File: src/rtl/core/dtf_pkg.sv
// ----------------------------------------------------------------------------
// dtf_pkg: shared types and constants for the decimal-to-fraction reducer
// Holds the item format passed from the front end to the reduction engine,
// the engine state encoding and the radix-16 divide-by-five digit step.
// ----------------------------------------------------------------------------
`default_nettype none

package dtf_pkg;

    localparam int VALUE_W      = 32;
    localparam int NUM_OUT_W    = 30;
    localparam int DEN_OUT_W    = 14;
    localparam int FRAC_BITS_DEF = 16;
    localparam int MAX_DEN_DEF  = 10000;

    // The queue depth must be a power of two so that the pointers wrap naturally.
    localparam int QUEUE_DEPTH  = 2;

    typedef struct packed {
        logic               neg;
        logic [VALUE_W-1:0] mag;
    } t_item;

    typedef enum logic [2:0] {
        S_IDLE,
        S_SCALE,
        S_ROUND,
        S_HALVE,
        S_DIV5,
        S_DONE
    } t_state;

    // One radix-16 step of a long division by five.
    // Returns the quotient digit in bits 6:3 and the new remainder in bits 2:0.
    function automatic logic [6:0] f_div5_step(input logic [2:0] rem, input logic [3:0] nib);
        logic [6:0]  t;
        logic [14:0] p;
        logic [3:0]  q;
        logic [6:0]  qx5;
        logic [6:0]  r;
        t   = {rem, nib};
        p   = 15'(t) * 15'd205;
        q   = p[13:10];
        qx5 = 7'({q, 2'b00}) + 7'(q);
        r   = t - qx5;
        return {q, r[2:0]};
    endfunction

endpackage

`default_nettype wire

File: src/rtl/core/dtf_queue.sv
// ----------------------------------------------------------------------------
// dtf_queue: short item queue between front end and reduction engine
// A small circular buffer that lets the front end keep accepting while the
// engine works on an earlier item.
// ----------------------------------------------------------------------------
`default_nettype none

module dtf_queue
    import dtf_pkg::*;
(
    input  wire   i_clk,
    input  wire   i_rst_n,
    input  wire   i_push,
    input  t_item i_item,
    output logic  o_full,
    input  wire   i_pop,
    output t_item o_item,
    output logic  o_empty
);

    localparam int PTR_W = (QUEUE_DEPTH > 1) ? $clog2(QUEUE_DEPTH) : 1;
    localparam int CNT_W = $clog2(QUEUE_DEPTH + 1);

    t_item             r_mem [QUEUE_DEPTH];
    logic [PTR_W-1:0]  r_wptr;
    logic [PTR_W-1:0]  r_rptr;
    logic [CNT_W-1:0]  r_count;
    logic              wr_en;
    logic              rd_en;

    assign o_full  = (r_count == CNT_W'(QUEUE_DEPTH));
    assign o_empty = (r_count == '0);
    assign wr_en   = i_push && !o_full;
    assign rd_en   = i_pop && !o_empty;
    assign o_item  = r_mem[r_rptr];

    always_ff @(posedge i_clk) begin
        if (wr_en) begin
            r_mem[r_wptr] <= i_item;
        end
    end

    always_ff @(posedge i_clk) begin
        if (!i_rst_n) begin
            r_wptr  <= '0;
            r_rptr  <= '0;
            r_count <= '0;
        end else begin
            if (wr_en) begin
                r_wptr <= r_wptr + 1'b1;
            end
            if (rd_en) begin
                r_rptr <= r_rptr + 1'b1;
            end
            if (wr_en && !rd_en) begin
                r_count <= r_count + 1'b1;
            end else if (rd_en && !wr_en) begin
                r_count <= r_count - 1'b1;
            end
        end
    end

endmodule

`default_nettype wire

File: src/rtl/core/dtf_front.sv
// ----------------------------------------------------------------------------
// dtf_front: input stage of the decimal-to-fraction reducer
// Accepts fixed-point values, splits them into sign and magnitude and
// forwards the classified request into the item queue.
// ----------------------------------------------------------------------------
`default_nettype none

module dtf_front
    import dtf_pkg::*;
(
    input  wire                       i_clk,
    input  wire                       i_rst_n,
    input  wire                       i_push,
    output logic                      o_full,
    input  wire signed [VALUE_W-1:0]  i_value,
    output logic                      o_q_push,
    output t_item                     o_q_item,
    input  wire                       i_q_full
);

    logic               r_valid;
    t_item              r_item;
    t_item              cls_item;
    logic [VALUE_W-1:0] raw;
    logic               accept;

    assign raw          = $unsigned(i_value);
    assign cls_item.neg = raw[VALUE_W-1];
    assign cls_item.mag = raw[VALUE_W-1] ? (~raw + VALUE_W'(1)) : raw;

    assign o_q_push = r_valid && !i_q_full;
    assign o_q_item = r_item;
    assign o_full   = r_valid && i_q_full;
    assign accept   = i_push && !o_full;

    always_ff @(posedge i_clk) begin
        if (accept) begin
            r_item <= cls_item;
        end
    end

    always_ff @(posedge i_clk) begin
        if (!i_rst_n) begin
            r_valid <= 1'b0;
        end else if (accept) begin
            r_valid <= 1'b1;
        end else if (o_q_push) begin
            r_valid <= 1'b0;
        end
    end

endmodule

`default_nettype wire

File: src/rtl/core/dtf_back.sv
// ----------------------------------------------------------------------------
// dtf_back: reduction engine of the decimal-to-fraction reducer
// Scales the magnitude by ten until exact or capped, rounds, cancels common
// factors of two and five, and holds the finished fraction in an output
// register until it is taken.
// ----------------------------------------------------------------------------
`default_nettype none

module dtf_back
    import dtf_pkg::*;
#(
    parameter int FRAC_BITS = FRAC_BITS_DEF,
    parameter int DEN_LIMIT = MAX_DEN_DEF
) (
    input  wire                         i_clk,
    input  wire                         i_rst_n,
    input  wire                         i_q_empty,
    input  t_item                       i_q_item,
    output logic                        o_q_pop,
    input  wire                         i_pop,
    output logic                        o_empty,
    output logic signed [NUM_OUT_W-1:0] o_numerator,
    output logic [DEN_OUT_W-1:0]        o_denominator
);

    localparam int DEN_W  = $clog2(DEN_LIMIT * 10);
    localparam int PROD_W = VALUE_W + DEN_W;
    localparam int NUM_W  = PROD_W - FRAC_BITS + 1;
    localparam int GW     = ((NUM_W + 3) / 4) * 4;
    localparam int DIGITS = GW / 4;
    localparam int CNT_W  = $clog2(DIGITS);
    localparam int NX_W   = (GW > NUM_OUT_W) ? GW : NUM_OUT_W;
    localparam logic [PROD_W:0] HALF = (PROD_W + 1)'(1) << (FRAC_BITS - 1);
    localparam logic [GW-1:0]   MAX_G = GW'(DEN_LIMIT);

    t_state                r_state;
    t_state                n_state;
    logic                  r_neg,       n_neg;
    logic [PROD_W-1:0]     r_scaled,    n_scaled;
    logic [GW-1:0]         r_num,       n_num;
    logic [GW-1:0]         r_den,       n_den;
    logic [GW-1:0]         r_wn,        n_wn;
    logic [GW-1:0]         r_wd,        n_wd;
    logic [2:0]            r_rn,        n_rn;
    logic [2:0]            r_rd,        n_rd;
    logic [CNT_W-1:0]      r_cnt,       n_cnt;
    logic                  r_out_valid, n_out_valid;
    logic [NUM_OUT_W-1:0]  r_out_num,   n_out_num;
    logic [DEN_OUT_W-1:0]  r_out_den,   n_out_den;

    logic                  out_free;
    logic                  scale_more;
    logic                  last_digit;
    logic                  rems_zero;
    logic                  num_zero;
    logic                  both_even;
    logic [PROD_W:0]       rnd_sum;
    logic [6:0]            step_n;
    logic [6:0]            step_d;
    logic [GW-1:0]         quot_n;
    logic [GW-1:0]         quot_d;
    logic [NX_W-1:0]       num_x;
    logic [NX_W-1:0]       num_signed;

    assign out_free   = !r_out_valid || i_pop;
    assign scale_more = (r_scaled[FRAC_BITS-1:0] != '0) && (r_den < MAX_G);
    assign rnd_sum    = {1'b0, r_scaled} + HALF;
    assign num_zero   = (r_num == '0);
    assign both_even  = !r_num[0] && !r_den[0];
    assign step_n     = f_div5_step(r_rn, r_wn[GW-1 -: 4]);
    assign step_d     = f_div5_step(r_rd, r_wd[GW-1 -: 4]);
    assign quot_n     = {r_wn[GW-5:0], step_n[6:3]};
    assign quot_d     = {r_wd[GW-5:0], step_d[6:3]};
    assign last_digit = (r_cnt == CNT_W'(DIGITS - 1));
    assign rems_zero  = (step_n[2:0] == 3'd0) && (step_d[2:0] == 3'd0);
    assign num_x      = NX_W'(r_num);
    assign num_signed = r_neg ? (NX_W'(0) - num_x) : num_x;

    assign o_empty       = !r_out_valid;
    assign o_numerator   = $signed(r_out_num);
    assign o_denominator = r_out_den;

    always_comb begin
        n_state = r_state;
        unique case (r_state)
            S_IDLE: begin
                if (!i_q_empty) begin
                    n_state = S_SCALE;
                end
            end
            S_SCALE: begin
                if (!scale_more) begin
                    n_state = S_ROUND;
                end
            end
            S_ROUND: begin
                n_state = S_HALVE;
            end
            S_HALVE: begin
                if (num_zero) begin
                    n_state = S_DONE;
                end else if (!both_even) begin
                    n_state = S_DIV5;
                end
            end
            S_DIV5: begin
                if (last_digit && !rems_zero) begin
                    n_state = S_DONE;
                end
            end
            S_DONE: begin
                if (out_free) begin
                    n_state = S_IDLE;
                end
            end
            default: begin
                n_state = S_IDLE;
            end
        endcase
    end

    always_comb begin
        o_q_pop     = 1'b0;
        n_neg       = r_neg;
        n_scaled    = r_scaled;
        n_num       = r_num;
        n_den       = r_den;
        n_wn        = r_wn;
        n_wd        = r_wd;
        n_rn        = r_rn;
        n_rd        = r_rd;
        n_cnt       = r_cnt;
        n_out_num   = r_out_num;
        n_out_den   = r_out_den;
        n_out_valid = r_out_valid && !i_pop;
        unique case (r_state)
            S_IDLE: begin
                if (!i_q_empty) begin
                    o_q_pop  = 1'b1;
                    n_neg    = i_q_item.neg;
                    n_scaled = PROD_W'(i_q_item.mag);
                    n_den    = GW'(1);
                end
            end
            S_SCALE: begin
                if (scale_more) begin
                    n_scaled = (r_scaled << 3) + (r_scaled << 1);
                    n_den    = (r_den << 3) + (r_den << 1);
                end
            end
            S_ROUND: begin
                n_num = GW'(rnd_sum[PROD_W:FRAC_BITS]);
            end
            S_HALVE: begin
                if (num_zero) begin
                    n_den = GW'(1);
                end else if (both_even) begin
                    n_num = r_num >> 1;
                    n_den = r_den >> 1;
                end else begin
                    n_wn  = r_num;
                    n_wd  = r_den;
                    n_rn  = 3'd0;
                    n_rd  = 3'd0;
                    n_cnt = '0;
                end
            end
            S_DIV5: begin
                n_wn  = quot_n;
                n_wd  = quot_d;
                n_rn  = step_n[2:0];
                n_rd  = step_d[2:0];
                n_cnt = r_cnt + 1'b1;
                if (last_digit && rems_zero) begin
                    n_num = quot_n;
                    n_den = quot_d;
                    n_rn  = 3'd0;
                    n_rd  = 3'd0;
                    n_cnt = '0;
                end
            end
            S_DONE: begin
                if (out_free) begin
                    n_out_valid = 1'b1;
                    n_out_num   = num_signed[NUM_OUT_W-1:0];
                    n_out_den   = r_den[DEN_OUT_W-1:0];
                end
            end
            default: begin
            end
        endcase
    end

    always_ff @(posedge i_clk) begin
        r_neg     <= n_neg;
        r_scaled  <= n_scaled;
        r_num     <= n_num;
        r_den     <= n_den;
        r_wn      <= n_wn;
        r_wd      <= n_wd;
        r_rn      <= n_rn;
        r_rd      <= n_rd;
        r_cnt     <= n_cnt;
        r_out_num <= n_out_num;
        r_out_den <= n_out_den;
    end

    always_ff @(posedge i_clk) begin
        if (!i_rst_n) begin
            r_state     <= S_IDLE;
            r_out_valid <= 1'b0;
        end else begin
            r_state     <= n_state;
            r_out_valid <= n_out_valid;
        end
    end

endmodule

`default_nettype wire

File: src/rtl/core/decimal_to_fraction_reducer.sv
// ----------------------------------------------------------------------------
// decimal_to_fraction_reducer: signed fixed-point value to reduced fraction
// Both sides behave as queues. A value is written with push while full is
// low; a result waits on o_numerator and o_denominator while empty is low
// and is removed with pop. The sign stays on the numerator and the
// denominator divides a power of ten.
// An input stage and a two-entry queue feed the reduction engine, so up to
// three further values are taken while one is being reduced. The engine
// handles one value at a time. Each divide-by-five pass runs over
// D = ceil(NUM_W / 4) radix-16 digits. The time a value holds the engine
// grows with the number of times ten is applied, the factors of two
// removed and the factors of five removed, and at default settings is
// dominated by the serial divide-by-five passes; a value that is zero or
// rounds to zero skips the halving and divide-by-five steps.
// Results pass through a single output register. While the receiver holds
// pop low the engine waits with its finished result, then the queue fills
// and full rises. Reset empties both queues and the output register.
// ----------------------------------------------------------------------------
`default_nettype none

module decimal_to_fraction_reducer
    import dtf_pkg::*;
#(
    parameter int FRAC_BITS = FRAC_BITS_DEF,
    parameter int DEN_LIMIT = MAX_DEN_DEF
) (
    input  wire                         i_clk,
    input  wire                         i_rst_n,
    input  wire                         push,
    output logic                        full,
    input  wire signed [VALUE_W-1:0]    i_value,
    output logic                        empty,
    input  wire                         pop,
    output logic signed [NUM_OUT_W-1:0] o_numerator,
    output logic [DEN_OUT_W-1:0]        o_denominator
);

    logic  q_push;
    logic  q_full;
    logic  q_pop;
    logic  q_empty;
    t_item q_in_item;
    t_item q_out_item;

    dtf_front u_front (
        .i_clk    (i_clk),
        .i_rst_n  (i_rst_n),
        .i_push   (push),
        .o_full   (full),
        .i_value  (i_value),
        .o_q_push (q_push),
        .o_q_item (q_in_item),
        .i_q_full (q_full)
    );

    dtf_queue u_queue (
        .i_clk   (i_clk),
        .i_rst_n (i_rst_n),
        .i_push  (q_push),
        .i_item  (q_in_item),
        .o_full  (q_full),
        .i_pop   (q_pop),
        .o_item  (q_out_item),
        .o_empty (q_empty)
    );

    dtf_back #(
        .FRAC_BITS (FRAC_BITS),
        .DEN_LIMIT (DEN_LIMIT)
    ) u_back (
        .i_clk         (i_clk),
        .i_rst_n       (i_rst_n),
        .i_q_empty     (q_empty),
        .i_q_item      (q_out_item),
        .o_q_pop       (q_pop),
        .i_pop         (pop),
        .o_empty       (empty),
        .o_numerator   (o_numerator),
        .o_denominator (o_denominator)
    );

`ifndef SYNTHESIS
    a_reset_empties: assert property (@(posedge i_clk) !i_rst_n |=> empty)
        else $error("result queue not empty after reset");

    a_den_nonzero: assert property (@(posedge i_clk) disable iff (!i_rst_n)
        !empty |-> (o_denominator != '0))
        else $error("zero denominator presented");

    a_reduced_even: assert property (@(posedge i_clk) disable iff (!i_rst_n)
        (!empty && !o_numerator[0]) |-> o_denominator[0])
        else $error("fraction not reduced by two");

    a_pop_waits_engine: assert property (@(posedge i_clk) disable iff (!i_rst_n)
        (q_pop) |-> !q_empty)
        else $error("engine took an item from an empty queue");
`endif

endmodule

`default_nettype wire

File: config.mk
export PLATFORM = sky130hd
export DESIGN_NAME = decimal_to_fraction_reducer
export DESIGN_NICKNAME = d
export VERILOG_FILES = /design/src/rtl/core/dtf_pkg.sv /design/src/rtl/core/dtf_queue.sv /design/src/rtl/core/dtf_front.sv /design/src/rtl/core/dtf_back.sv /design/src/rtl/core/decimal_to_fraction_reducer.sv
export SDC_FILE = /design/constraint.sdc
export NUM_CORES = 1
export LEC_CHECK = 0
export CORE_ASPECT_RATIO = 1.1
export CORE_MARGIN = 3
export CORE_UTILIZATION = 35
export CTS_CLUSTER_SIZE = 28
export DETAILED_ROUTE_END_ITERATION = 10
export DONT_BUFFER_PORTS = 1
export SYNTH_ARGS = -nofsm -noshare
export SYNTH_HDL_FRONTEND = slang
export SYNTH_SLANG_ARGS = --single-unit
File: constraint.sdc
create_clock -name i_clk -period 14.93 [get_ports i_clk]
set_input_delay 1.493 -clock i_clk [delete_from_list [all_inputs] [get_ports i_clk]]
set_output_delay 1.493 -clock i_clk [all_outputs]
set_load 0.005 [all_outputs]
* After elaboration in Yosys (flattened, before gate mapping)
Memory sizes are Yosys's and may differ from the RTL's. A register that Yosys moved wholly into a read port is not among the register bits.
Cells that the tools add are included.
** Storage, ports and cells
- Bits in registers :: 290
- Bits in writable memories :: 66
- Output and inout bits :: 46
- Word-level logic and storage cells :: 151
- Memories kept :: 1
** Memories
- u_queue.r_mem :: depth 2, bits a word 33, rd ports 1, clocked after Yosys merged registers in 1, write ports 1, line dtf_queue.sv:24 : t_item r_mem [QUEUE_DEPTH];
** Cells by class
- $add $sub $neg :: 14
- Multiply operators :: 2
- $lt $le $gt $ge :: 1
- Eq/ne operators :: 18
- Mux-type cells :: 50
- Bitwise operators :: 2
- Reductions and logical operators :: 43
** Operators by type and width (number)
- two-way mux 36 bit :: 12
- one-hot mux 36 bit (2 select lines) :: 2
- one-hot mux 36 bit (4 select lines) :: 1
- one-hot mux 36 bit (3 select lines) :: 1
- two-way mux 49 bit :: 2
- one-hot mux 49 bit (2 select lines) :: 1
- adder 49 x 16 -> 50 bit, second input constant :: 1
- adder 49 bit :: 1
- adder 36 bit :: 1
- zero test 36 bit :: 1
- less-than comparator 36 x 14 -> 1 bit, second input constant :: 1
- adder 32 x 1 -> 32 bit, second input constant :: 1
- NOT 32 bit :: 1
- two-way mux 31 bit :: 1
- two-way mux 3 bit :: 10
- two-way mux 30 bit :: 1
- subtractor 1 x 30 -> 30 bit, first input constant :: 1
- multiplier 7 x 8 -> 14 bit, second input constant :: 2
- one-hot mux 3 bit (6 select lines) :: 1
- nonzero test 16 bit :: 1
- logical AND 1 bit :: 13
- two-way mux 4 bit :: 3
- one-hot mux 3 bit (2 select lines) :: 2
- zero test 1 bit :: 10
- 29 further kinds :: 59

* Logic depth before layout (Yosys ltp)
Gate-level depths: netlist of the first run.
- Word-level depth :: 9
- Depth in mapped cells :: 22
- Depth with buffers taken out :: 22

* Hierarchy
A second synthesis of the first run with hierarchy kept.
** Unflattened totals
- Cells, all modules :: 1988
- Area, all modules :: 21529.4 sq um
** Modules (own cells, without submodules)
- dtf_back :: instances 1, cells each 1724, area each 17142.7 sq um, seq. area each 7527.2 sq um
- dtf_queue :: instances 1, cells each 128, area each 2607.5 sq um, seq. area each 2082.0 sq um
- dtf_front :: instances 1, cells each 136, area each 1779.2 sq um, seq. area each 1011.0 sq um

* Least setup slack after synthesis of the first run
OpenSTA, ideal clock, no wires.
- Path kind :: register to register
- Start point :: register u_back.r_rn[0]
- End point :: register u_back.r_num[0] (netlist: u_back.num_x[0]), enable pin
- Library setup time :: 0.479 ns
- Data arrival time :: 7.111 ns
- Slack :: 7.339 ns
- Cell stages (with the launch flop) :: 19
- Buffers on the path :: 0
- Cells stage by stage :: edfxtp_1 -> ha_1 -> ha_1 -> fa_1 -> inv_1 -> fa_1 -> inv_1 -> ha_1 -> a21o_1 -> a21oi_1 -> nor3_1 -> o31a_1 -> or2_2 -> fa_1 -> xor2_1 -> xnor2_1 -> xnor2_1 -> nand4_1 -> o21ai_0
** On the way
- Cells in the longest elaborated chain, start to end :: 8
** Ends and longest elaborated chain
- start, declared :: line dtf_back.sv:44 : logic [2:0] r_rn, n_rn;
- start signal, assigned :: line dtf_back.sv:201 : r_rn <= n_rn;
- multiplier 7 x 8 -> 14 bit :: line dtf_pkg.sv:42 : p = 15'(t) * 15'd205;
- adder 3 bit :: line dtf_pkg.sv:44 : qx5 = 7'({q, 2'b00}) + 7'(q);
- subtractor 3 bit :: line dtf_pkg.sv:45 : r = t - qx5;
- zero test 3 bit :: line dtf_back.sv:75 : assign rems_zero = (step_n[2:0] == 3'd0) && (step_d[2:0] == 3'd0);
- logical AND 1 bit :: line dtf_back.sv:75
- logical AND 1 bit :: line dtf_back.sv:174 : if (last_digit && rems_zero) begin
- != test 2 x 1 -> 1 bit (no source line)
- AND reduction 4 bit (no source line)
- end signal, assigned :: line dtf_back.sv:197 : r_num <= n_num;
- end, declared :: line dtf_back.sv:40 : logic [GW-1:0] r_num, n_num;
Every way passes these cells.
A chain may end at the register's enable or synchronous reset.

* Worst setup path after layout of the first run
- Start point :: register u_back.r_rn[0]
- End point :: register u_back.r_den[19], enable pin
** On the way
- Cells in the longest elaborated chain, start to end :: 8
** Ends and longest elaborated chain
- multiplier 7 x 8 -> 14 bit :: line dtf_pkg.sv:42
- adder 3 bit :: line dtf_pkg.sv:44
- subtractor 3 bit :: line dtf_pkg.sv:45
- zero test 3 bit :: line dtf_back.sv:75
- logical AND 1 bit :: line dtf_back.sv:75
- logical AND 1 bit :: line dtf_back.sv:174
- != test 2 x 1 -> 1 bit (no source line)
- AND reduction 5 bit (no source line)
- end signal, assigned :: line dtf_back.sv:198 : r_den <= n_den;
- end, declared :: line dtf_back.sv:41 : logic [GW-1:0] r_den, n_den;
Every way passes these cells.

==> results of run 1 <==
synth_stat cells (all sizes together) (12+ instances only):
master / n / area [µm²]
or3: 18 / 128
nand2b: 13 / 81.3
a31oi: 14 / 87.6
xor2: 60 / 526
nor4: 16 / 100
nor2: 90 / 343
edfxtp: 347 / 10400
nand4: 19 / 119
and3: 21 / 131
a22oi: 12 / 90.1
inv: 88 / 330
a21oi: 85 / 425
o211ai: 54 / 405
nand3: 38 / 190
o31ai: 21 / 171
o21bai: 17 / 128
fa: 20 / 400
nand2: 360 / 1350
ha: 149 / 1860
mux2i: 33 / 330
or4: 12 / 97.6
xnor2: 115 / 1010
clkbuf: 58 / 218
nor3: 22 / 120
o21ai: 95 / 475
a21o: 50 / 375
metrics by stage:
step           instances   util  setup slack (ns)  cell area, µm²
3_3_place_gp        2667  0.372              8.82           21900
4_1_cts             2743  0.396              8.63           23300
5_1_grt             2743  0.396              8.34           23300
2_1_floorplan       1955      -              7.34           21100
3_5_place_dp        2667  0.372              8.69           21900
6_report            2743  0.396              8.69           23300
registers in the layout, summed over array words and instances, names as in the netlist, named ones only:
signal                cells
u_back.r_cnt              4
u_front.o_q_item         33
u_back.r_rd               3
u_back.num_x             36
u_back.r_wd              36
u_back.r_out_valid        1
u_back.o_numerator       30
u_back.r_den             36
u_back.r_neg              1
u_back.r_scaled          49
u_back.r_state            3
u_front.r_valid           1
u_queue.r_count           2
u_back.r_rn               3
u_back.o_denominator     14
u_back.r_wn              36
u_queue.r_mem            66
u_queue.r_rptr            1
u_queue.r_wptr            1
cell usage in the layout (no fill, tap or decap), types with 20 or more instances in the layout:
| master | count |
|---|---|
| sky130_fd_sc_hd__nor2_1 | 87 |
| sky130_fd_sc_hd__nand2_1 | 357 |
| sky130_fd_sc_hd__nand3_1 | 38 |
| sky130_fd_sc_hd__xnor2_1 | 115 |
| sky130_fd_sc_hd__edfxtp_1 | 347 |
| sky130_fd_sc_hd__a21o_1 | 50 |
| sky130_fd_sc_hd__o31ai_1 | 20 |
| sky130_fd_sc_hd__clkbuf_16 | 43 |
| sky130_fd_sc_hd__a21oi_1 | 85 |
| sky130_fd_sc_hd__mux2i_1 | 33 |
| sky130_fd_sc_hd__and3_1 | 21 |
| sky130_fd_sc_hd__ha_1 | 149 |
| sky130_fd_sc_hd__xor2_1 | 60 |
| sky130_fd_sc_hd__fa_1 | 20 |
| sky130_fd_sc_hd__o21ai_0 | 92 |
| sky130_fd_sc_hd__inv_1 | 88 |
| sky130_fd_sc_hd__o211ai_1 | 54 |
metal layers:
| metal | track usage | vias up | wire, µm |
|---|---|---|---|
| met5 | 0 | - | 0 |
| met1 | 0.212 | 7041 | 22800 |
| met3 | 0.0261 | 94 | 2270 |
| met4 | 0.0528 | 0 | 1460 |
| li1 | - | 7154 | - |
| met2 | 0.243 | 362 | 22100 |
worst paths after layout:
path,startpoint,end,slack (ns),depth (start not counted)
setup / recovery,u_back.r_rn[0],u_back.r_den[19],8.69,21
hold / removal,u_front.o_q_item[12],u_queue.r_mem[0][12],0.44,0
hold reg to reg,u_front.o_q_item[12],u_queue.r_mem[0][12],0.44,0
setup reg to reg,u_back.r_rn[0],u_back.r_den[19],8.69,21
area by class of cell:
type                       count  share of cell area
sequential                   357               0.455
inverter                      89              0.0143
tap                          760              0.0407
clock buffer                  51              0.0482
multi-input combinational   1445               0.424
clock inverter                25              0.0126
timing repair buffer          16             0.00514
power by group through the flow:
stage	registers [mW]	logic [mW]	clock network [mW]
after global placement	1.82	2.52	0
after floorplan	1.69	2.05	0
after CTS	1.81	2.58	1.10
final	1.81	2.59	1.06
after detailed placement	1.83	2.56	0
after global routing	1.85	2.91	1.13
cells by family (layout without fill, tap and decap cells):
kind of cell | Yosys count | after routing | share of synthesized area
compound gates | 413 | 413 | 0.129
flops | 357 | 357 | 0.504
buf+inv | 153 | 181 | 0.0273
mux | 36 | 36 | 0.0173
xor+xnor | 175 | 175 | 0.0728
simple gates | 652 | 652 | 0.141
fa+ha+maj | 169 | 169 | 0.108
==> flow_metrics.py, run 1 <==
metrics = {
    "run_status": {
        "run_status": "finished, final reports clean",
    },
    "power": {
        "power_per_cell_area_mw_per_mm2": 234,
        "finalPower_mw": 5.47,
        "power.combinational.fraction": 0.474,
        "power_report.internal_total_mw": 3.23,
        "switching_power_mw": 2.23,
        "static-leakage-power_nw": 8.83,
        "irDropWorstVdd_mv": 0.118,
        "power.sequential.fraction": 0.332,
        "switching_share": 0.409,
        "clockPowerShare": 0.194,
    },
    "worst_setup_path": {
        "cell_family_with_most_cp_delay": "adder cells",
        "critPathArrivalTime_ns": 6.44,
        "cp_max_fo": 36,
        "crit_chain": "ha_1 > ha_1 > fa_1 > inv_1 > fa_1 > inv_1 > ha_1 > a21o_1 > a21oi_1 > nor3_1 > nor3_1 > ha_1 > inv_1 > fa_1 > xor2_1 > xnor2_1 > xnor2_1 > nand4_1 > o21ai_0 > o2111a_1 > buf_4",
        "cpMostUsedCell": "sky130_fd_sc_hd__ha_1",
        "timing.critical_path.slowest_stage_cell": "sky130_fd_sc_hd__fa_1",
        "crit_path_end_kind": "flop",
        "worst-path-buf-inv": 4,
        "worstSetupStartpointType": "flop",
        "criticalPathCategory": "flop to flop",
        "slowest_delay_ns": 0.51,
        "required_ns": 15.13,
    },
    "sta": {
        "finalHoldViolations": 0,
        "period_share": 0.418,
        "worst_slew_pin_slew_ns": 1.09,
        "setup_violations": 0,
        "post-route-min-period_ns": 6.24,
        "setup_repair_after_global_routing_missed_its_margin": "no",
        "hold-worst-slack_ns": 0.444,
        "finalMaxSlewViolations": 0,
        "finClkSkew_ns": 0.0182,
        "max_freq_ghz": 0.160,
        "max-slew-margin-rel": 0.272,
        "fin_tns_setup_ns": 0,
    },
    "logic_synthesis": {
        "synth.yosys.seq_area_share": 0.504,
        "synth_warn": 0,
        "synth.distinct_cells": 69,
        "synth_flop_cell": "sky130_fd_sc_hd__edfxtp_1",
        "syn-mean-instance-area_um2": 10.8,
        "number_of_enable_type_register_cells_in_the_synthesized_netlist": 347,
        "synth_cells": 1955,
        "postSynth.asyncResetShare": 0,
        "synth.ff_latch_count": 357,
        "syn-cell-area_mm2": 0.0211,
        "syn_nets": 2160,
    },
    "clocking": {
        "numCtsBuffers": 42,
        "cts_hold_buf": 0,
        "cts_tree": "done",
        "post-cts-setup-buffer-count": 0,
        "ctsRootBufferMaster": "sky130_fd_sc_hd__clkbuf_16",
        "number_of_clock_sinks": 357,
        "cts_repair_resize_count": 0,
        "max_h_tree_level": 2,
        "clock_tree.buffer_depth": 3,
        "cts.clk_slew.worst_paths_ns": 0.06,
        "clk_lat_worst_skew_ns": 0.57,
    },
    "cells_and_area": {
        "seq_area_mm2": 0.0106,
        "final_layout_size_suffix_gt1_frac": 0.0590,
        "final_net_count": 2156,
        "multi_input_area_mm2": 0.00990,
        "layout.filler_cells": 5606,
        "diodes": 0,
        "areaGrowthSynthToFinish_pct": 10.9,
    },
    "hold_path": {
        "hp-class": "flop to flop",
    },
    "global_routing": {
        "grt_pass1_wl_um": 78700,
        "grt_antenna_before_repair": 0,
        "global_route.overflow_total": 0,
        "number_of_global_route_vias_before_repair": 14700,
        "grt_start_max_net_pins": 79,
        "grt_usage": 0.153,
    },
    "placement": {
        "post-dp-hpwl_um": 33900,
        "global_placer_s_final_weighted_congestion": 0.831,
        "numPortBuffers": 0,
    },
    "detailed_routing": {
        "via_count": 14700,
        "detailed_route_wl_um": 48700,
        "first_pass_iters": 7,
        "number_of_vias_per_cell_after_detailed_routing": 5.34,
        "drc": 0,
        "detail_route.wl_per_cell_um": 17.7,
        "detail_route.iter0.violations": 810,
        "postRouteAntennaNets": 0,
    },
    "die": {
        "fp.dieH_um": 263,
        "die_w_um": 240,
        "floorplan.initialDensity": 0.357,
        "placementRows": 93,
        "die_area_mm2": 0.0631,
        "area_of_the_core_mm2": 0.0590,
        "floorplan.io_pins": 82,
    },
    "flow_run": {
        "timing.max_cap.violations": 0,
    },
}
(Power assumes the default switching activity.)
==> run 2, diff against run 1 <==
==> constraint.sdc (replaced) <==
create_clock -name i_clk -period 5.6 [get_ports i_clk]
set_input_delay 0.56 -clock i_clk [delete_from_list [all_inputs] [get_ports i_clk]]
set_output_delay 0.56 -clock i_clk [all_outputs]
set_load 0.005 [all_outputs]
==> run 2 against run 1 <==
  * Clock skew is 0.011 ns higher
  * Sequential cell count stayed put
  * Register-to-register slack worse by 8.6 ns
  * Highest routed layer unchanged
==> flow_metrics.py, run 2 (same netlist as run 1, synthesis figures left out) <==
metrics = {
    "run_status": {
        "run_status": "finished, final reports clean",
    },
    "sta": {
        "finalHoldViolations": 0,
        "fin_tns_setup_ns": 0,
        "finalMaxSlewViolations": 0,
        "period_share": 0.976,
        "post-route-min-period_ns": 5.47,
        "worst_slew_pin_slew_ns": 1.12,
        "max-slew-margin-rel": 0.254,
        "max_freq_ghz": 0.183,
        "setup_repair_after_global_routing_missed_its_margin": "yes",
        "finClkSkew_ns": 0.0295,
        "setup_violations": 0,
    },
    "detailed_routing": {
        "drc": 0,
        "postRouteAntennaNets": 0,
        "detail_route.wl_per_cell_um": 17.8,
        "detailed_route_wl_um": 49100,
        "via_count": 14700,
        "number_of_vias_per_cell_after_detailed_routing": 5.34,
        "detail_route.iter0.violations": 994,
        "first_pass_iters": 5,
    },
    "cells_and_area": {
        "number_of_flip_flops_in_the_largest_register": 66,
        "diodes": 0,
        "mostFrequentLayoutCells": "357 x sky130_fd_sc_hd__nand2_1, 347 x sky130_fd_sc_hd__edfxtp_1, 147 x sky130_fd_sc_hd__ha_1, 115 x sky130_fd_sc_hd__xnor2_1, 91 x sky130_fd_sc_hd__o21ai_0",
        "final_net_count": 2180,
        "final_common_cell": "sky130_fd_sc_hd__nand2_1",
        "layout.filler_cells": 5554,
        "post-route-util": 0.401,
        "biggestRegsByFlops": "u_queue.r_mem (66), u_back.r_scaled (49)",
        "areaGrowthSynthToFinish_pct": 12.3,
        "non_filler_cells_final": 2761,
        "final_layout_size_suffix_gt1_frac": 0.0760,
        "registers.top_by_ff_count": "u_queue.r_mem",
    },
    "die": {
        "fp.dieH_um": 263,
        "floorplan.initialDensity": 0.357,
        "die_w_um": 240,
        "floorplan.io_pins": 82,
        "area_of_the_core_mm2": 0.0590,
        "die_area_mm2": 0.0631,
        "placementRows": 93,
    },
    "hold_path": {
        "min_from": "i_value[0]",
        "hold_depth": 0,
        "min_to": "u_front.o_q_item[0]",
        "hp-class": "primary input to flop",
    },
    "clocking": {
        "number_of_clock_sinks": 357,
        "cts.clk_slew.worst_paths_ns": 0.06,
        "cts_tree": "done",
        "numCtsBuffers": 41,
        "max_h_tree_level": 2,
        "clk_lat_worst_skew_ns": 0.58,
        "ctsRootBufferMaster": "sky130_fd_sc_hd__clkbuf_16",
        "cts_hold_buf": 0,
        "clock_tree.buffer_depth": 3,
    },
    "global_routing": {
        "grt_start_max_net_pins": 71,
        "global_route.overflow_total": 0,
        "grt_pass1_wl_um": 78100,
        "number_of_global_route_vias_before_repair": 14700,
        "grt_usage": 0.152,
        "grt_antenna_before_repair": 0,
    },
    "power": {
        "irDropWorstVdd_mv": 0.322,
        "power_per_cell_area_mw_per_mm2": 622,
        "static-leakage-power_nw": 8.94,
        "finalPower_mw": 14.7,
    },
    "worst_setup_path": {
        "worstSetupStartpointType": "flop",
        "cp_max_fo": 7,
        "timing.rr.start": "u_back.r_rd[1]",
        "required_ns": 5.88,
        "r2r_end": "u_back.r_den[31]",
        "criticalPathCategory": "flop to flop",
        "r2r_slack_ns": 0.13,
        "crit_path_end_kind": "flop",
        "worst-r2r-cell-count": 24,
        "critPathArrivalTime_ns": 5.75,
    },
    "flow_run": {
        "timing.max_cap.violations": 0,
    },
    "placement": {
        "placed_cell_count": 2676,
        "post-dp-hpwl_um": 34200,
        "global_placer_s_final_weighted_congestion": 0.831,
        "numPortBuffers": 0,
    },
}
-- run 2: cell count changes in the layout (fill, tap and decap cells not counted), sizes merged --
| cell | delta |
|---|---|
| buf | +21 |
| bufinv | -3 |
| inv | -2 |
| clkinv | +1 |
| clkinvlp | +1 |
-- run 2: timing repair --
| action | in CTS | in global routing |
|---|---|---|
| setup buffers | 0 | 11 |
| resized for setup | 0 | 10 |
| setup endpoints to repair | 0 | 72 |
-- run 2: where the power goes --
| part | switching, mW | total (mW) | internal (mW) | leakage [nW] |
|---|---|---|---|---|
| registers | 0.834 | 4.85 | 4.01 | 3.32 |
| logic | 4.13 | 7.27 | 3.14 | 5.00 |
| clock network | 1.10 | 2.60 | 1.51 | 0.624 |
| total | 6.06 | 14.7 | 8.66 | 8.94 |
-- run 2: cell type report --
| type | count | area (µm²) | share of cell area |
|---|---|---|---|
| Clock buffer | 47 | 1070 | 0.0452 |
| Clock inverter | 22 | 210 | 0.00889 |
| Sequential cell | 357 | 10600 | 0.449 |
| Tap cell | 760 | 951 | 0.0402 |
| Multi-Input combinational cell | 1445 | 10000 | 0.423 |
| Timing Repair Buffer | 41 | 460 | 0.0195 |
| Inverter | 89 | 334 | 0.0141 |
-- run 2: how the worst max path moves through the flow --
stage	startpoint	end	slack, ns	depth (start not counted)
detailed placement	u_back.r_rd[0]	u_back.r_den[18]	0.1	23
floorplan	u_back.r_rd[0]	u_back.r_den[0]	0.008	22
finish	u_back.r_rd[1]	u_back.r_den[31]	0.13	24
global route	u_back.r_rd[1]	u_back.r_den[30]	-0.11	22
CTS	u_back.r_rd[0]	u_back.r_den[28]	0.06	23
global placement	u_back.r_rd[0]	u_back.r_den[18]	0.10	23
-- run 2: worst max-delay path, cell delays in order, from the launching register on --
cell                        delay, ns
sky130_fd_sc_hd__edfxtp_1        0.47
sky130_fd_sc_hd__ha_1            0.35
sky130_fd_sc_hd__inv_1           0.06
sky130_fd_sc_hd__fa_1            0.50
sky130_fd_sc_hd__inv_1           0.04
sky130_fd_sc_hd__ha_1            0.27
sky130_fd_sc_hd__inv_1           0.05
sky130_fd_sc_hd__fa_1            0.49
sky130_fd_sc_hd__inv_1           0.04
sky130_fd_sc_hd__ha_1            0.28
sky130_fd_sc_hd__a21oi_2         0.06
sky130_fd_sc_hd__or2_4           0.25
sky130_fd_sc_hd__or3_4           0.34
sky130_fd_sc_hd__nand3_4         0.08
sky130_fd_sc_hd__ha_4            0.13
sky130_fd_sc_hd__inv_2           0.03
sky130_fd_sc_hd__fa_2            0.34
sky130_fd_sc_hd__xor2_2          0.16
sky130_fd_sc_hd__xnor2_1         0.13
sky130_fd_sc_hd__xnor2_1         0.24
sky130_fd_sc_hd__nand4_1         0.17
sky130_fd_sc_hd__o21ai_1         0.15
sky130_fd_sc_hd__o2111a_2        0.24
sky130_fd_sc_hd__buf_12          0.14
sky130_fd_sc_hd__clkbuf_16       0.16
-- run 2: stage by stage --
stage | worst slack (ns) | instance area (µm²) | hold slack, ns
2_1_floorplan | 0.00793 | 21100 | 0.421
3_3_place_gp | 0.104 | 22100 | 0.425
3_5_place_dp | 0.0964 | 22100 | 0.430
4_1_cts | 0.0634 | 23400 | 0.0562
5_1_grt | -0.111 | 23700 | 0.0586
6_report | 0.133 | 23700 | 0.0917
-- run 2: metal layers --
| layer | up-vias | global-route usage | share of wire |
|---|---|---|---|
| li1 | 7201 | - | - |
| met1 | 7120 | 0.206 | 0.46 |
| met2 | 343 | 0.248 | 0.46 |
| met3 | 80 | 0.0289 | 0.050 |
| met4 | 0 | 0.0453 | 0.025 |
| met5 | - | 0 | 0 |
==> run 3, diff against run 2 <==
--- a/config.mk
+++ b/config.mk
@@ -11,6 +11,7 @@
 export CTS_CLUSTER_SIZE = 28
 export DETAILED_ROUTE_END_ITERATION = 10
 export DONT_BUFFER_PORTS = 1
+export GPL_TIMING_DRIVEN = 0
 export SYNTH_ARGS = -nofsm -noshare
 export SYNTH_HDL_FRONTEND = slang
 export SYNTH_SLANG_ARGS = --single-unit
==> run 3 against run 2 <==
  * Global-route usage grew 1.5 points
  * Sequential power shrank 2%
  * Via count grew 4.3%
  * Critical path depth is 1 higher
  * First-iteration DRC count rose by 10%
  * Clock-buffer cell count rose by 5
  * Worst hold slack about the same
  * Die area unchanged
  * Clock power hardly changed
  * Non-clock buffer count rose by 66
  * Wire length grew 9.2%
==> flow_metrics.py, run 3 (same netlist as run 1, synthesis figures left out) <==
metrics = {
    "clocking": {
        "cts_tree": "done",
        "cts_hold_buf": 0,
        "clock_tree.buffer_depth": 3,
        "ctsRootBufferMaster": "sky130_fd_sc_hd__clkbuf_16",
        "cts.clk_slew.worst_paths_ns": 0.06,
        "clk_lat_worst_skew_ns": 0.58,
        "number_of_clock_sinks": 357,
        "max_h_tree_level": 2,
        "numCtsBuffers": 41,
    },
    "die": {
        "die_w_um": 240,
        "floorplan.io_pins": 82,
        "area_of_the_core_mm2": 0.0590,
        "fp.dieH_um": 263,
        "placementRows": 93,
        "die_area_mm2": 0.0631,
        "floorplan.initialDensity": 0.357,
    },
    "detailed_routing": {
        "detail_route.wl_per_cell_um": 18.9,
        "wl_met1_um": 24200,
        "via_count": 15400,
        "detail_route.iter0.violations": 1098,
        "postRouteAntennaNets": 0,
        "met3_wirelength_um": 2920,
        "number_of_vias_per_cell_after_detailed_routing": 5.42,
        "first_pass_iters": 7,
        "met2_wirelength_um": 25000,
        "top_layer": "met4",
        "detailed_route_wl_um": 53600,
        "drc": 0,
    },
    "power": {
        "static-leakage-power_nw": 9.08,
        "power_per_cell_area_mw_per_mm2": 627,
        "finalPower_mw": 15.1,
        "irDropWorstVdd_mv": 0.255,
    },
    "sta": {
        "hold-worst-slack_ns": 0.0918,
        "fin_tns_setup_ns": 0,
        "max_freq_ghz": 0.180,
        "setup_slack_ns": 0.0303,
        "worst_slew_pin_slew_ns": 0.958,
        "period_share": 0.995,
        "finClkSkew_ns": 0.0243,
        "max-slew-margin-rel": 0.361,
        "setup_violations": 0,
        "finalHoldViolations": 0,
        "setup_repair_after_global_routing_missed_its_margin": "yes",
        "finalMaxSlewViolations": 0,
        "post-route-min-period_ns": 5.57,
    },
    "cells_and_area": {
        "final_common_cell": "sky130_fd_sc_hd__nand2_1",
        "number_of_flip_flops_in_the_largest_register": 66,
        "mostFrequentLayoutCells": "358 x sky130_fd_sc_hd__nand2_1, 347 x sky130_fd_sc_hd__edfxtp_1, 143 x sky130_fd_sc_hd__ha_1, 113 x sky130_fd_sc_hd__xnor2_1, 91 x sky130_fd_sc_hd__o21ai_0",
        "areaGrowthSynthToFinish_pct": 14.5,
        "diodes": 0,
        "final_layout_size_suffix_gt1_frac": 0.0781,
        "non_filler_cells_final": 2835,
        "registers.top_by_ff_count": "u_queue.r_mem",
        "post-route-util": 0.409,
        "biggestRegsByFlops": "u_queue.r_mem (66), u_back.r_scaled (49)",
        "final_net_count": 2248,
        "design_area_mm2": 0.0241,
    },
    "placement": {
        "post-dp-hpwl_um": 38000,
        "numPortBuffers": 0,
        "global_placer_s_final_weighted_congestion": 0.881,
        "pre_cts_ws_ns": -0.912,
        "placed_cell_area_mm2": 0.0222,
        "placed_cell_count": 2720,
    },
    "hold_path": {
        "min_to": "u_front.o_q_item[32]",
        "hp-class": "primary input to flop",
        "min_from": "i_value[31]",
        "hold_depth": 0,
    },
    "worst_setup_path": {
        "criticalPathCategory": "flop to flop",
        "r2r_end": "u_back.r_den[27]",
        "r2r_slack_ns": 0.03,
        "worst-r2r-cell-count": 25,
        "slowest_delay_ns": 0.48,
        "crit_path_end_kind": "flop",
        "cp_max_fo": 4,
        "worstSetupStartpointType": "flop",
        "timing.rr.start": "u_back.r_rd[0]",
        "timing.critical_path.slowest_stage_cell": "sky130_fd_sc_hd__edfxtp_1",
        "critPathArrivalTime_ns": 5.87,
        "required_ns": 5.90,
        "cpMostUsedCell": "sky130_fd_sc_hd__ha_4",
    },
    "run_status": {
        "run_status": "finished, final reports clean",
    },
    "global_routing": {
        "global_route.overflow_total": 0,
        "grt_pass1_wl_um": 84100,
        "grt_usage": 0.167,
        "number_of_global_route_vias_before_repair": 15500,
        "grt_antenna_before_repair": 0,
        "grt_start_max_net_pins": 43,
    },
    "flow_run": {
        "timing.max_cap.violations": 0,
    },
}
[run 3: cell count changes in the layout (fill, tap and decap cells not counted), moves of 4 or more]
cell	delta
sky130_fd_sc_hd__buf_4	-8
sky130_fd_sc_hd__ha_1	-4
sky130_fd_sc_hd__buf_1	+5
sky130_fd_sc_hd__buf_6	+6
sky130_fd_sc_hd__clkbuf_1	+61
sky130_fd_sc_hd__ha_4	+4
[run 3: per-layer routing]
| layer | global-route usage | up-vias |
|---|---|---|
| met1 | 0.223 | 7468 |
| met2 | 0.274 | 456 |
| li1 | - | 7361 |
| met4 | 0.0593 | 0 |
| met5 | 0 | - |
| met3 | 0.0255 | 92 |
[run 3: report_power, final]
group	switching, mW	internal [mW]	leakage [nW]	total (mW)
combinational	4.47	3.28	5.13	7.75
sequential	0.737	4.01	3.32	4.75
clock	1.14	1.49	0.633	2.63
[run 3: what timing repair did]
item | CTS | global route
gates resized for setup | 12 | 18
gates cloned | 3 | 4
pin swaps | 16 | 14
setup endpoints to repair | 72 | 73
buffers inserted | 23 | 11
[run 3: worst max-delay path, delay by kind of cell, from the launching register on]
kind / cells / cell delay [ns]
XOR/XNOR: 3 / 0.53
adder cells (fa/ha/maj): 7 / 2.15
flip-flops: 1 / 0.48
AO/OA/AOI/OAI: 4 / 0.59
AND/OR/NAND/NOR: 4 / 0.82
buffers and inverters: 7 / 0.72
[run 3: area by class of cell]
cell class,instances,area (µm²)
plain buffers,64,241
flip-flops and latches,357,10600
repair buffers,43,561
clock buffers,52,1100
multi-input cells,1447,10100
inverters,89,334
clock inverters,23,196
well taps,760,951
fillers,5558,34900
[run 3: worst max path at each step]
stage,from,endpoint
CTS,u_back.r_rd[0],u_back.r_den[35]
finish,u_back.r_rd[0],u_back.r_den[27]
global placement,u_back.r_rn[0],u_back.r_den[19]
floorplan,u_back.r_rd[0],u_back.r_den[0]
global route,u_back.r_rd[0],u_back.r_den[27]
detailed placement,u_back.r_rn[0],u_back.r_den[22]
